===== src/sv/wrr_pkg.sv =====
// Shared types, widths and tables for the water ripple row remapper.
// Used by wrr_serial_alu and water_ripple_row_remap_top; depends on nothing.
package wrr_pkg;

    localparam int ROW_W   = 10;              // row_index, source_row, horizon
    localparam int HGT_W   = 11;              // screen_height, vertical depth dv
    localparam int CNT_W   = 20;              // frame counter
    localparam int PH_W    = 7;               // phase index 0..99
    localparam int DVD_W   = 22;              // dividend / quotient width
    localparam int MB_W    = 12;              // multiplier / divisor operand width
    localparam int MA_W    = 15;              // multiplicand width
    localparam int PROD_W  = MA_W + MB_W;     // 27-bit product
    localparam int ACC_W   = MA_W + 1;        // high half of the shift-add accumulator
    localparam int ITER_W  = 5;               // iteration counter

    localparam logic [CNT_W-1:0] COUNT_WRAP  = CNT_W'(1000000);
    localparam logic [PH_W-1:0]  PHASE_STEPS = PH_W'(100);

    // Operation codes of the serial arithmetic unit.
    localparam logic OP_MUL = 1'b0;
    localparam logic OP_DIV = 1'b1;

    typedef struct packed {
        logic [ROW_W-1:0] row_index;
        logic             frame_start;
    } t_wrr_in;

    typedef struct packed {
        logic [ROW_W-1:0] source_row;
        logic             in_water;
    } t_wrr_out;

    typedef struct packed {
        logic              start;
        logic              op;
        logic [DVD_W-1:0]  opa;      // dividend, or multiplicand in the low bits
        logic [MB_W-1:0]   opb;      // divisor or multiplier
        logic [ITER_W-1:0] nbits;    // iterations to run
    } t_alu_req;

    typedef struct packed {
        logic              busy;
        logic              done;
        logic              bit_vld;  // one quotient bit per divide cycle, MSB first
        logic              qbit;
        logic [PROD_W-1:0] prod;
        logic [DVD_W-1:0]  quo;
    } t_alu_rsp;

    // First quadrant of cos(2*pi*m/100) in Q1.14.
    localparam logic [MA_W-1:0] QUARTER_COS [26] = '{
        15'd16384, 15'd16352, 15'd16255, 15'd16094, 15'd15869, 15'd15582,
        15'd15233, 15'd14825, 15'd14357, 15'd13833, 15'd13255, 15'd12624,
        15'd11943, 15'd11216, 15'd10444, 15'd9630,  15'd8779,  15'd7893,
        15'd6976,  15'd6031,  15'd5063,  15'd4075,  15'd3070,  15'd2053,
        15'd1029,  15'd0
    };

    // Returns {negative, magnitude} of cos(2*pi*m/100) in Q1.14.
    function automatic logic [MA_W:0] cos_q14(input logic [PH_W-1:0] m);
        logic [MA_W-1:0] mag;
        logic            neg;
        mag = '0;
        neg = 1'b0;
        if (m <= PH_W'(25)) begin
            mag = QUARTER_COS[5'(m)];
        end else if (m <= PH_W'(50)) begin
            mag = QUARTER_COS[5'(PH_W'(50) - m)];
            neg = 1'b1;
        end else if (m <= PH_W'(75)) begin
            mag = QUARTER_COS[5'(m - PH_W'(50))];
            neg = 1'b1;
        end else if (m < PHASE_STEPS) begin
            mag = QUARTER_COS[5'(PHASE_STEPS - m)];
        end
        return {neg & (mag != '0), mag};
    endfunction

endpackage


===== src/sv/water_ripple_row_remap_top.sv =====
// Water ripple row remapper: maps a display row to the source row of a rippling reflection.
// Depends on wrr_pkg and wrr_serial_alu.
//
//   channel  | direction | handshake                  | payload
//   ---------+-----------+----------------------------+----------------------------------
//   input    | in        | i_in_valid / o_in_stall    | i_in_data  (row_index, frame_start)
//   output   | out       | o_out_valid / i_out_stall  | o_out_data (source_row, in_water)
//   config   | in/out    | APB psel/penable/pwrite    | horizon_row @0x0, screen_height @0x4
//
// A row above the horizon goes from S_PREP straight to S_DONE. A water row runs the bit-serial
// unit four times: a square, a divide by the water depth, a multiply by the cosine and a
// scaling divide, one bit per cycle, with the sequencer states S_PREP, S_PHASE and S_DONE
// around them.
// One row is in flight at a time; the next transfer is taken as soon as the result sits in
// the output register, even while that register is stalled.
// Reset is synchronous, active low: it clears the frame counter, the state and the output
// valid, and sets horizon_row to 0 and screen_height to 1024.
module water_ripple_row_remap_top (
    input  logic             i_clk,
    input  logic             i_rst_n,
    // input channel
    input  logic             i_in_valid,
    output logic             o_in_stall,
    input  wrr_pkg::t_wrr_in i_in_data,
    // output channel
    output logic             o_out_valid,
    input  logic             i_out_stall,
    output wrr_pkg::t_wrr_out o_out_data,
    // configuration
    input  logic             psel,
    input  logic             penable,
    input  logic             pwrite,
    input  logic [2:0]       paddr,
    input  logic [31:0]      pwdata,
    output logic [31:0]      prdata,
    output logic             pready
);
    import wrr_pkg::*;

    localparam logic [2:0] S_IDLE  = 3'd0;
    localparam logic [2:0] S_PREP  = 3'd1;
    localparam logic [2:0] S_MUL1  = 3'd2;
    localparam logic [2:0] S_DIV1  = 3'd3;
    localparam logic [2:0] S_PHASE = 3'd4;
    localparam logic [2:0] S_MUL2  = 3'd5;
    localparam logic [2:0] S_DIV2  = 3'd6;
    localparam logic [2:0] S_DONE  = 3'd7;

    localparam logic [ITER_W-1:0] MUL_BITS  = ITER_W'(MB_W);
    localparam logic [ITER_W-1:0] DIV1_BITS = ITER_W'(DVD_W);
    localparam logic [ITER_W-1:0] DIV2_BITS = ITER_W'(14);

    // Fold a value below 400 into 0..99.
    function automatic logic [PH_W-1:0] fold100(input logic [8:0] x);
        logic [8:0] y;
        y = x;
        if (y >= 9'd300) begin
            y = y - 9'd300;
        end else if (y >= 9'd200) begin
            y = y - 9'd200;
        end else if (y >= 9'd100) begin
            y = y - 9'd100;
        end
        return y[PH_W-1:0];
    endfunction

    // ---------------------------------------------------------------- configuration
    logic [ROW_W-1:0] r_horizon;
    logic [HGT_W-1:0] r_height;
    logic             w_cfg_wr;

    assign pready   = 1'b1;
    assign w_cfg_wr = psel && penable && pwrite && pready;
    assign prdata   = paddr[2] ? 32'(r_height) : 32'(r_horizon);

    always_ff @(posedge i_clk) begin
        if (!i_rst_n) begin
            r_horizon <= '0;
            r_height  <= HGT_W'(1024);
        end else if (w_cfg_wr) begin
            if (paddr[2]) begin
                r_height <= pwdata[HGT_W-1:0];
            end else begin
                r_horizon <= pwdata[ROW_W-1:0];
            end
        end
    end

    // Effective horizon: clamp to the last screen row, zero on an empty screen.
    logic [ROW_W-1:0] w_hz;
    always_comb begin
        if (r_height == '0) begin
            w_hz = '0;
        end else if (HGT_W'(r_horizon) >= r_height) begin
            w_hz = ROW_W'(r_height - HGT_W'(1));
        end else begin
            w_hz = r_horizon;
        end
    end

    // ---------------------------------------------------------------- state
    logic [2:0]       r_state, n_state;
    logic [CNT_W-1:0] r_frame_cnt;
    logic [PH_W-1:0]  r_cm;          // frame counter mod 100
    logic [ROW_W-1:0] r_row;
    logic [ROW_W-1:0] r_k;
    logic [HGT_W-1:0] r_dv;
    logic [PH_W-1:0]  r_qmod;        // first quotient mod 100, built bit by bit
    logic             r_cneg;
    logic             r_nneg;
    logic [ROW_W-1:0] r_src;
    logic             r_wet;
    logic             r_out_valid;
    t_wrr_out         r_out;

    t_alu_req w_req;
    t_alu_rsp w_rsp;

    wrr_serial_alu u_alu (
        .i_clk   (i_clk),
        .i_rst_n (i_rst_n),
        .i_req   (w_req),
        .o_rsp   (w_rsp)
    );

    logic w_in_xfer;
    logic w_out_free;

    assign o_in_stall  = (r_state != S_IDLE);
    assign w_in_xfer   = i_in_valid && !o_in_stall;
    assign w_out_free  = !r_out_valid || !i_out_stall;
    assign o_out_valid = r_out_valid;
    assign o_out_data  = r_out;

    // ---------------------------------------------------------------- datapath pieces
    logic [ROW_W-1:0]   w_k;
    logic [HGT_W-1:0]   w_dv;
    logic [HGT_W:0]     w_diff;
    logic [HGT_W-1:0]   w_diff_abs;
    logic [PH_W-1:0]    w_t1, w_t2, w_m;
    logic [MA_W:0]      w_cos;
    logic [MB_W-1:0]    w_kdv;
    logic [29:0]        w_p4, w_bias, w_absn;
    logic               w_nneg;
    logic signed [16:0] w_q, w_d;
    logic [ROW_W-1:0]   w_clamp;

    // Water depth and row offset below the horizon.
    assign w_k        = r_row - w_hz;
    assign w_dv       = (r_height == '0) ? HGT_W'(1) : (r_height - HGT_W'(w_hz));
    assign w_diff     = {1'b0, w_dv} - (HGT_W+1)'(w_k);
    assign w_diff_abs = w_diff[HGT_W] ? HGT_W'(-w_diff) : w_diff[HGT_W-1:0];

    // Phase index m = (4*q1 - 3*count) mod 100.
    assign w_t1  = fold100({r_qmod, 2'b00});
    assign w_t2  = fold100(9'(r_cm) * 9'd3);
    assign w_m   = (w_t1 >= w_t2) ? (w_t1 - w_t2) : (w_t1 + PHASE_STEPS - w_t2);
    assign w_cos = cos_q14(w_m);
    assign w_kdv = MB_W'(r_k) + MB_W'(r_dv);

    // Numerator C*4*(k+dv) + dv*8192 as sign and magnitude.
    assign w_p4   = {1'b0, w_rsp.prod, 2'b00};
    assign w_bias = 30'({r_dv, 13'b0});
    always_comb begin
        if (!r_cneg) begin
            w_absn = w_p4 + w_bias;
            w_nneg = 1'b0;
        end else if (w_p4 >= w_bias) begin
            w_absn = w_p4 - w_bias;
            w_nneg = (w_p4 != w_bias);
        end else begin
            w_absn = w_bias - w_p4;
            w_nneg = 1'b0;
        end
    end

    // Offset, shift up by the horizon and clamp into the rows above the water.
    assign w_q = r_nneg ? -$signed(17'(w_rsp.quo[13:0])) : $signed(17'(w_rsp.quo[13:0]));
    assign w_d = w_q + $signed(17'(w_hz)) - $signed(17'(r_k)) - 17'sd10;
    always_comb begin
        if (w_hz == '0) begin
            w_clamp = '0;
        end else if (w_d >= $signed(17'(w_hz))) begin
            w_clamp = w_hz - ROW_W'(1);
        end else if (w_d < 17'sd0) begin
            w_clamp = '0;
        end else begin
            w_clamp = w_d[ROW_W-1:0];
        end
    end

    // ---------------------------------------------------------------- sequencer
    always_comb begin
        n_state     = r_state;
        w_req.start = 1'b0;
        w_req.op    = OP_MUL;
        w_req.opa   = '0;
        w_req.opb   = '0;
        w_req.nbits = MUL_BITS;
        case (r_state)
            S_IDLE: begin
                if (w_in_xfer) begin
                    n_state = S_PREP;
                end
            end
            S_PREP: begin
                if (r_row < w_hz) begin
                    n_state = S_DONE;
                end else begin
                    // square |dv - k|
                    w_req.start = 1'b1;
                    w_req.opa   = DVD_W'(w_diff_abs);
                    w_req.opb   = MB_W'(w_diff_abs);
                    n_state     = S_MUL1;
                end
            end
            S_MUL1: begin
                if (w_rsp.done) begin
                    w_req.start = 1'b1;
                    w_req.op    = OP_DIV;
                    w_req.opa   = w_rsp.prod[DVD_W-1:0];
                    w_req.opb   = MB_W'(r_dv);
                    w_req.nbits = DIV1_BITS;
                    n_state     = S_DIV1;
                end
            end
            S_DIV1: begin
                if (w_rsp.done) begin
                    n_state = S_PHASE;
                end
            end
            S_PHASE: begin
                w_req.start = 1'b1;
                w_req.opa   = DVD_W'(w_cos[MA_W-1:0]);
                w_req.opb   = w_kdv;
                n_state     = S_MUL2;
            end
            S_MUL2: begin
                if (w_rsp.done) begin
                    // |num| / (dv << 14) = (|num| >> 14) / dv
                    w_req.start = 1'b1;
                    w_req.op    = OP_DIV;
                    w_req.opa   = {w_absn[27:14], 8'b0};
                    w_req.opb   = MB_W'(r_dv);
                    w_req.nbits = DIV2_BITS;
                    n_state     = S_DIV2;
                end
            end
            S_DIV2: begin
                if (w_rsp.done) begin
                    n_state = S_DONE;
                end
            end
            S_DONE: begin
                if (w_out_free) begin
                    n_state = S_IDLE;
                end
            end
            default: begin
                n_state = S_IDLE;
            end
        endcase
    end

    always_ff @(posedge i_clk) begin
        if (!i_rst_n) begin
            r_state     <= S_IDLE;
            r_frame_cnt <= '0;
            r_cm        <= '0;
            r_out_valid <= 1'b0;
        end else begin
            r_state <= n_state;
            // advance the frame counter before this row is worked on
            if (w_in_xfer && i_in_data.frame_start) begin
                if (r_frame_cnt == COUNT_WRAP) begin
                    r_frame_cnt <= '0;
                    r_cm        <= '0;
                end else begin
                    r_frame_cnt <= r_frame_cnt + CNT_W'(1);
                    r_cm        <= (r_cm == PHASE_STEPS - PH_W'(1)) ? '0 : r_cm + PH_W'(1);
                end
            end
            if (r_state == S_DONE && w_out_free) begin
                r_out_valid <= 1'b1;
            end else if (!i_out_stall) begin
                r_out_valid <= 1'b0;
            end
        end
    end

    always_ff @(posedge i_clk) begin
        if (w_in_xfer) begin
            r_row <= i_in_data.row_index;
        end
        if (r_state == S_PREP) begin
            r_k   <= w_k;
            r_dv  <= w_dv;
            r_wet <= (r_row >= w_hz);
            r_src <= r_row;
        end
        // fold each quotient bit into the running remainder mod 100
        if (r_state == S_MUL1) begin
            r_qmod <= '0;
        end else if (r_state == S_DIV1 && w_rsp.bit_vld) begin
            r_qmod <= fold100({1'b0, r_qmod, w_rsp.qbit});
        end
        if (r_state == S_PHASE) begin
            r_cneg <= w_cos[MA_W];
        end
        if (r_state == S_MUL2 && w_rsp.done) begin
            r_nneg <= w_nneg;
        end
        if (r_state == S_DIV2 && w_rsp.done) begin
            r_src <= w_clamp;
        end
        if (r_state == S_DONE && w_out_free) begin
            r_out.source_row <= r_src;
            r_out.in_water   <= r_wet;
        end
    end

    // ---------------------------------------------------------------- checks
    a_alu_idle: assert property (@(posedge i_clk) disable iff (!i_rst_n)
        (r_state == S_IDLE) |-> !w_rsp.busy)
        else $error("arithmetic unit busy while no row is in flight");

    a_cnt_range: assert property (@(posedge i_clk) disable iff (!i_rst_n)
        (r_frame_cnt <= COUNT_WRAP) && (r_cm < PHASE_STEPS))
        else $error("frame counter out of range");

    a_cm_sync: assert property (@(posedge i_clk) disable iff (!i_rst_n)
        (r_frame_cnt == '0) |-> (r_cm == '0))
        else $error("phase counter lost track of frame counter");

    a_out_src: assert property (@(posedge i_clk) disable iff (!i_rst_n)
        $rose(o_out_valid) |-> $past(r_state == S_DONE))
        else $error("result shown without a finished row");

endmodule


===== src/sv/wrr_serial_alu.sv =====
// Bit-serial arithmetic unit: shift-add multiply and restoring divide, one bit a cycle.
// Depends on wrr_pkg (request/response structs, operation codes, widths).
module wrr_serial_alu (
    input  logic              i_clk,
    input  logic              i_rst_n,
    input  wrr_pkg::t_alu_req i_req,
    output wrr_pkg::t_alu_rsp o_rsp
);
    import wrr_pkg::*;

    logic              r_busy;
    logic              r_done;
    logic              r_op;
    logic [ITER_W-1:0] r_cnt;
    logic [ACC_W-1:0]  r_hi;     // accumulator high half, or partial remainder
    logic [DVD_W-1:0]  r_lo;     // multiplier / product low bits, or dividend / quotient
    logic [MA_W-1:0]   r_a;
    logic [MB_W-1:0]   r_b;

    logic [ACC_W-1:0]  w_sum;
    logic [MB_W-1:0]   w_trial;
    logic              w_ge;
    logic [MB_W-1:0]   w_rem;

    // Multiply: add multiplicand when the low multiplier bit is set, then shift right.
    assign w_sum   = r_hi + (r_lo[0] ? {1'b0, r_a} : ACC_W'(0));
    // Divide: bring down one dividend bit and try to subtract the divisor.
    assign w_trial = {r_hi[MB_W-2:0], r_lo[DVD_W-1]};
    assign w_ge    = (w_trial >= r_b);
    assign w_rem   = w_ge ? (w_trial - r_b) : w_trial;

    always_ff @(posedge i_clk) begin
        if (!i_rst_n) begin
            r_busy <= 1'b0;
            r_done <= 1'b0;
        end else begin
            r_done <= 1'b0;
            if (i_req.start) begin
                r_busy <= 1'b1;
            end else if (r_busy && r_cnt == ITER_W'(1)) begin
                r_busy <= 1'b0;
                r_done <= 1'b1;
            end
        end
    end

    always_ff @(posedge i_clk) begin
        if (i_req.start) begin
            r_op  <= i_req.op;
            r_cnt <= i_req.nbits;
            r_hi  <= '0;
            r_lo  <= (i_req.op == OP_MUL) ? DVD_W'(i_req.opb) : i_req.opa;
            r_a   <= i_req.opa[MA_W-1:0];
            r_b   <= i_req.opb;
        end else if (r_busy) begin
            r_cnt <= r_cnt - ITER_W'(1);
            if (r_op == OP_MUL) begin
                r_hi <= {1'b0, w_sum[ACC_W-1:1]};
                r_lo <= {w_sum[0], r_lo[DVD_W-1:1]};
            end else begin
                r_hi <= ACC_W'(w_rem);
                r_lo <= {r_lo[DVD_W-2:0], w_ge};
            end
        end
    end

    assign o_rsp.busy    = r_busy;
    assign o_rsp.done    = r_done;
    assign o_rsp.bit_vld = r_busy && (r_op == OP_DIV);
    assign o_rsp.qbit    = w_ge;
    assign o_rsp.prod    = {r_hi[MA_W-1:0], r_lo[DVD_W-1:DVD_W-MB_W]};
    assign o_rsp.quo     = r_lo;

endmodule

===== config.mk =====
export PLATFORM = sky130hd
export DESIGN_NAME = water_ripple_row_remap_top
export DESIGN_NICKNAME = d
export VERILOG_FILES = /design/src/sv/wrr_pkg.sv /design/src/sv/water_ripple_row_remap_top.sv /design/src/sv/wrr_serial_alu.sv
export SDC_FILE = /design/constraint.sdc
export NUM_CORES = 1
export LEC_CHECK = 0
export ABC_CLOCK_PERIOD_IN_PS = 14800
export BUFFER_PORTS_ARGS = -buffer_cell sky130_fd_sc_hd__clkbuf_2
export CORE_ASPECT_RATIO = 1.4
export CORE_MARGIN = 4
export CORE_UTILIZATION = 53
export DETAILED_ROUTE_END_ITERATION = 10
export HOLD_SLACK_MARGIN = 0.12
export PLACE_DENSITY = 0.81
export SLEW_MARGIN = 5
export SYNTH_ARGS = -nofsm -noshare
export SYNTH_HDL_FRONTEND = slang
export SYNTH_SLANG_ARGS = --single-unit

===== constraint.sdc =====
create_clock -name i_clk -period 14.8 [get_ports i_clk]
set_input_delay 0.74 -clock i_clk [delete_from_list [all_inputs] [get_ports i_clk]]
set_output_delay 0.74 -clock i_clk [all_outputs]
set_load 0.005 [all_outputs]

; After elaboration in Yosys (flattened, before gate mapping)
; Memories as Yosys holds them, arrays and structs flattened.
; Index checks and enable logic that the tools add are counted.
[totals]
ff_bits = 186
rom_bits = 1920
in_bits = 53
n_memories = 4
[memory_table]
columns = name, words, width, rd, rd_ports_with_merged_regs, write_ports, line_no
row1 = (no name shown), 32, 15, 1, 0, 0, wrr_pkg.sv:74  ; mag = QUARTER_COS[5'(PHASE_STEPS - m)];
row2 = (no name shown), 32, 15, 1, 0, 0, wrr_pkg.sv:71  ; mag = QUARTER_COS[5'(m - PH_W'(50))];
row3 = (no name shown), 32, 15, 1, 0, 0, wrr_pkg.sv:68  ; mag = QUARTER_COS[5'(PH_W'(50) - m)];
row4 = (no name shown), 32, 15, 1, 0, 0, wrr_pkg.sv:66  ; mag = QUARTER_COS[5'(m)];
[op_classes]
addsub = 34
n_mul = 1
n_lt_le_gt_ge = 25
eq_ne = 18
muxes = 71
bitwise = 7
n_reduce_logical = 27
[ops]
columns = operator, n
row1 = 15-bit 2-to-1 mux, 14
row2 = 34-bit one-hot mux with 4 select lines, 1
row3 = 22-bit 2-to-1 mux, 4
row4 = 7-bit 2-to-1 mux, 12
row5 = 41-bit 2-to-1 mux, 2
row6 = 10-bit 2-to-1 mux, 7
row7 = 28-bit 2-to-1 mux, 2
row8 = 7-bit subtractor (second input constant), 6
row9 = 11-bit 2-to-1 mux, 3
row10 = 29-bit by 24-bit >= comparator with 1-bit output, 1
row11 = 28-bit by 24-bit adder with 28-bit output, 1
row12 = 24-bit by 28-bit subtractor with 28-bit output, 1
row13 = 28-bit by 24-bit subtractor with 28-bit output, 1
row14 = 27-bit by 22-bit inequality test with 1-bit output, 1
row15 = 6-bit >= comparator (second input constant), 4
row16 = 5-bit inverter with 6-bit output, 4
row17 = 3-bit one-hot mux with 8 select lines, 1
row18 = 23-bit 2-to-1 mux, 1
row19 = 3-bit 2-to-1 mux, 7
row20 = 7-bit by 6-bit subtractor with 7-bit output (second input constant), 3
row21 = 20-bit by 1-bit adder with 20-bit output (second input constant), 1
row22 = 20-bit == test (second input constant), 1
row23 = 20-bit 2-to-1 mux, 1
row24 = 10-bit by 1-bit subtractor with 10-bit output (second input constant), 2
row25 = other kinds (64), 102

; Depth between registers and ports, before layout
[logic_depth]
word_depth = 19
ltp_mapped = 45
mapped_depth_nobuf = 38

; Modules after synthesis
; A second synthesis with hierarchy kept.
[hier_totals]
cells_unflattened = 2681
hier_area_um2 = 21419.3
[by_module_without_submodules]
columns = module, instances, cells_each, area_each_um2, seq_area_each_um2
row1 = water_ripple_row_remap_top, 1, 2204, 16707.3, 2832.7
row2 = wrr_serial_alu, 1, 477, 4712.0, 1991.9

; Worst setup path after synthesis
; Ideal clock, no wire load.
[synth_path]
path_kind = reg2reg
from = register r_cm[0]
to = register r_cneg (data pin)
setup_time_ns = 0.265
arrival_time_ns = 8.334
required_time_ns = 14.535
slack_ns = 6.201
stages_incl_launch_ff = 43
n_path_buf = 10
path_cell_list = dfxtp_1 > clkbuf_1 > inv_1 > clkbuf_1 > buf_1 > ha_1 > clkbuf_1 > clkinv_1 > o221a_2 > o21a_1 > and2_1 > nor2_1 > a221oi_1 > a31oi_1 > xnor2_1 > inv_1 > ha_1 > nand3_1 > [7 not listed] > nor2_1 > clkbuf_1 > clkbuf_1 > ha_1 > buf_1 > nor2b_1 > or3_1 > a211oi_2 > or2_1 > buf_2 > buf_4 > nand2_1 > a211oi_1 > a2111oi_0 > nor4_1 > nand4b_1 > nor4_2 > a31oi_1
[synth_via]
elab_chain_len = 18
[synth_rtl]
columns = element, line_no
row1 = "start, declared", water_ripple_row_remap_top.sv:104  ; logic [PH_W-1:0] r_cm;
row2 = "start signal, assigned", water_ripple_row_remap_top.sv:280  ; r_cm <= (r_cm == PHASE_STEPS - PH_W'(1)) ? '0 : r_cm + PH_W'(1);
row3 = 7-bit by 2-bit multiplier with 9-bit output *, water_ripple_row_remap_top.sv:156  ; assign w_t2 = fold100(9'(r_cm) * 9'd3);
row4 = 9-bit by 7-bit >= comparator with 1-bit output / 7-bit subtractor (equally long branches), "water_ripple_row_remap_top.sv:61, water_ripple_row_remap_top.sv:62"
row5 = 7-bit 2-to-1 mux, water_ripple_row_remap_top.sv:61  ; end else if (y >= 9'd100) begin
row6 = 7-bit 2-to-1 mux, water_ripple_row_remap_top.sv:59  ; end else if (y >= 9'd200) begin
row7 = 7-bit 2-to-1 mux *, water_ripple_row_remap_top.sv:57  ; if (y >= 9'd300) begin
row8 = 7-bit subtractor / 7-bit >= comparator (equally long branches), water_ripple_row_remap_top.sv:157  ; assign w_m = (w_t1 >= w_t2) ? (w_t1 - w_t2) : (w_t1 + PHASE_STEPS - w_t2);
row9 = 7-bit 2-to-1 mux *, water_ripple_row_remap_top.sv:157
row10 = 3-bit by 5-bit subtractor with 5-bit output, wrr_pkg.sv:74
row11 = [2 not listed], --
row12 = 15-bit 2-to-1 mux (implied by the code) (2 in a row), wrr_pkg.sv:74
row13 = 15-bit 2-to-1 mux, wrr_pkg.sv:73  ; end else if (m < PHASE_STEPS) begin
row14 = 15-bit 2-to-1 mux, wrr_pkg.sv:70  ; end else if (m <= PH_W'(75)) begin
row15 = 15-bit 2-to-1 mux, wrr_pkg.sv:67  ; end else if (m <= PH_W'(50)) begin
row16 = 15-bit 2-to-1 mux, wrr_pkg.sv:65  ; if (m <= PH_W'(25)) begin
row17 = 15-bit nonzero test, wrr_pkg.sv:76  ; return {neg & (mag != '0), mag};
row18 = 1-bit AND *, wrr_pkg.sv:76
row19 = named net w_cos[15], water_ripple_row_remap_top.sv:141  ; logic [MA_W:0] w_cos;
row20 = "end signal, assigned", water_ripple_row_remap_top.sv:308  ; r_cneg <= w_cos[MA_W];
row21 = "end, declared", water_ripple_row_remap_top.sv:109  ; logic r_cneg;
; Mark *: on every way through the listed nets, which the timed path passes. The rest lies on a longest branch. The select of a mux whose other input is x is not followed.
; A chain may end at the register's enable or synchronous reset.

; Final worst setup path
; Same ends and word-level chain as after synthesis.

==> run metrics <==
Residual DRC=0; relative slew slack=26.36%; All-Layer GR Usage=29.13%; DRT antenna net count=0; clk buf depth=2; First DRT Iteration DRCs=1972; Vias=19557; first-pass GRT wire length=99940 um; final instance area=21640 sq um; sequential power share=17.2%; CTS tree=yes; leakage power=8.847 nW; Setup-failing EPs final=0; vias in the first global route=18959; Hold Buf Count CTS=0; switching power=3.140 mW; core area=38390 sq um; crit-path max FO=49; die footprint=42080 sq um; Final Non-Filler Cells=3062; Final TNS setup=0 ns; outcome=finished clean; first drt pass iteration count=6; Synth top area share=16.06%; Hold Violations, Final=0; commonest non-fill, non-tap cell in the layout=nor2_1; I/O Pins=99; Initial Util=53.58%; Port Buffer Count=53; top_reg_cell synth=edfxtp_1; Root Driver=clkbuf_16; EDFF count, synth=110; Buf/Inv on CP=7; die height=241.1 um; placed cells=3030; CTS resizes=0; Slew Viols, Final=0; worst min-delay path class=flop to flop; most frequent cells in the layout=nor2_1, a21oi_1, nand2_1, ha_1, inv_1; maxcap violations=0; crit end category=flop; CP Data Arrival Time=11.51 ns; Area contributors post-synth=edfxtp_1, ha_1, dfxtp_1, a21oi_1, xnor2_1; warnings from Yosys=0; Switching Fraction=54.37%; PD cells=266.9 nW/um^2; CP required=14.99 ns; r2r setup slk=3.47 ns; ant diodes=0; nets=2810; FF+latch count, synth=186; slowest CP cell=ha_1; most used cell along the critical path=ha_1; critical path's top delay family=simple AND/OR/NAND/NOR gates; part of the Yosys area used for sequential elements=23.45%; Placed Instance Area=21050 sq um; fmax=88.28 MHz; routed len/inst=20.66 um; synthesized area=20570 sq um; GR Overflow Total=0; crit path time final=11.33 ns; Setup WS post-layout=3.473 ns; gp weighted congestion=0.9784; total CTS buffers=17; Synth area leader=edfxtp_1; clock share of power=8.1%; Post-CTS Repair Setup Buffers=0; routed vias/inst=6.387; Post-Syn Area per Cell=8.014 sq um; kind of critical path=flop to flop; clock skew=0.01007 ns; worst r2r path cells=36; Die Span X=174.5 um; CP Launch Type=flop; Clk Latency, worst-skew pair=0.45 ns; Placement Setup Slack=3.837 ns; final total power=5.776 mW; CTS sink count=186; placed wire-length estimate=48150 um; Crit path depth=36; Peak VDD IR=175.4 uV; initial antenna violation count=0; reg-to-reg endpoint=r_cneg; crit share post-route=76.53%; Reg2Reg Launch Point=r_cm[0]; Mapped Cells=2567; CP Launch Point=r_cm[0]; H-tree depth=4; Rows=85; clk slew on worst S/H paths=0.08 ns; largest net degree at the start of global routing=50; Combinational Power Share=74.7%; fraction of layout instances using a drive strength above 1=7.559%; routed wire length=63250 um; CP max stage delay=0.77 ns; crit path to=r_cneg; Yosys cell types=102; Power Internal=2.636 mW; area grow syn2layout=5.188%; worst slew pin tran=1.101 ns; asr flop ratio synth=0%; unrepaired setup endpoints after global routing=no
==> cell usage after synthesis, types with 49 or more instances <==
cell type and instances:
mux2i_1 60, xnor2_1 113, nor3_1 55, a21oi_1 212, o21ai_0 154, inv_1 189
nor2_1 233, edfxtp_1 110, nand2_1 210, clkbuf_1 100, o211ai_1 49, nand3_1 68
ha_1 209, dfxtp_1 76, a21o_1 54
==> registers in the layout, summed over array words and instances, names as in the netlist, 3 cells and up <==
| name | cells |
|---|---|
| r_row | 10 |
| r_qmod | 7 |
| r_height | 11 |
| u_alu.r_lo | 22 |
| u_alu.r_cnt | 5 |
| u_alu.r_hi | 15 |
| r_dv | 11 |
| u_alu.r_a | 15 |
| r_horizon | 10 |
| u_alu.r_b | 12 |
| r_src | 10 |
| o_out_data | 11 |
| r_state | 3 |
| r_frame_cnt | 20 |
| r_cm | 7 |
| r_k | 10 |
==> worst min path at each step <==
stage          startpoint             to  slack (ns)  cells past startpoint
2_1_floorplan       r_wet  o_out_data[0]        0.40                      0
3_3_place_gp     r_src[8]  o_out_data[9]        0.40                      0
3_5_place_dp     r_src[7]  o_out_data[8]        0.41                      0
4_1_cts          r_src[7]  o_out_data[8]        0.43                      0
5_1_grt          r_src[1]  o_out_data[2]        0.43                      0
6_report         r_src[7]  o_out_data[8]        0.42                      0
==> kinds of logic after synthesis <==
| family | count (synthesis) | synth area share, % |
|---|---|---|
| muxes | 90 | 4.811 |
| adders and majority gates | 230 | 14.75 |
| AOI/OAI and AO/OA | 774 | 25.02 |
| xor gates and xnor gates | 164 | 7.189 |
| DFF | 186 | 23.45 |
| buffers and inverters | 357 | 7.177 |
| and+or+nand+nor | 764 | 17.56 |
| other | 2 | 0.03651 |
==> through the flow <==
step	hold slack (ns)	util [%]
6_report	0.4240	56.36
5_1_grt	0.4342	56.36
4_1_cts	0.4286	56.36
3_5_place_dp	0.4102	54.82
3_3_place_gp	0.4043	54.82
2_1_floorplan	0.4003	-
==> metal layers <==
metal	wire length (um)	track usage, %
met1	23910	34.28
met2	30660	50.44
met3	4369	3.902
met4	4315	18.15
met5	0	0
==> power by group through the flow <==
stage	Clock (mW)	Sequential [mW]	Combinational [mW]
2_1_floorplan	0	0.879	3.23
3_3_place_gp	0	0.985	4.06
3_5_place_dp	0	0.993	4.15
4_1_cts	0.472	0.982	4.19
5_1_grt	0.493	1.00	4.70
6_report	0.467	0.992	4.32
==> cell type report <==
type                            count  area, sq um
Tap cell                          522        653.1
Fill cell                        3419        16750
Timing Repair Buffer               82        483.0
Sequential cell                   186         4825
Clock buffer                       17        425.4
Multi-Input combinational cell   2044        14350
Inverter                          196        738.2
Clock inverter                     15        165.2
(Power assumes the default switching activity.)
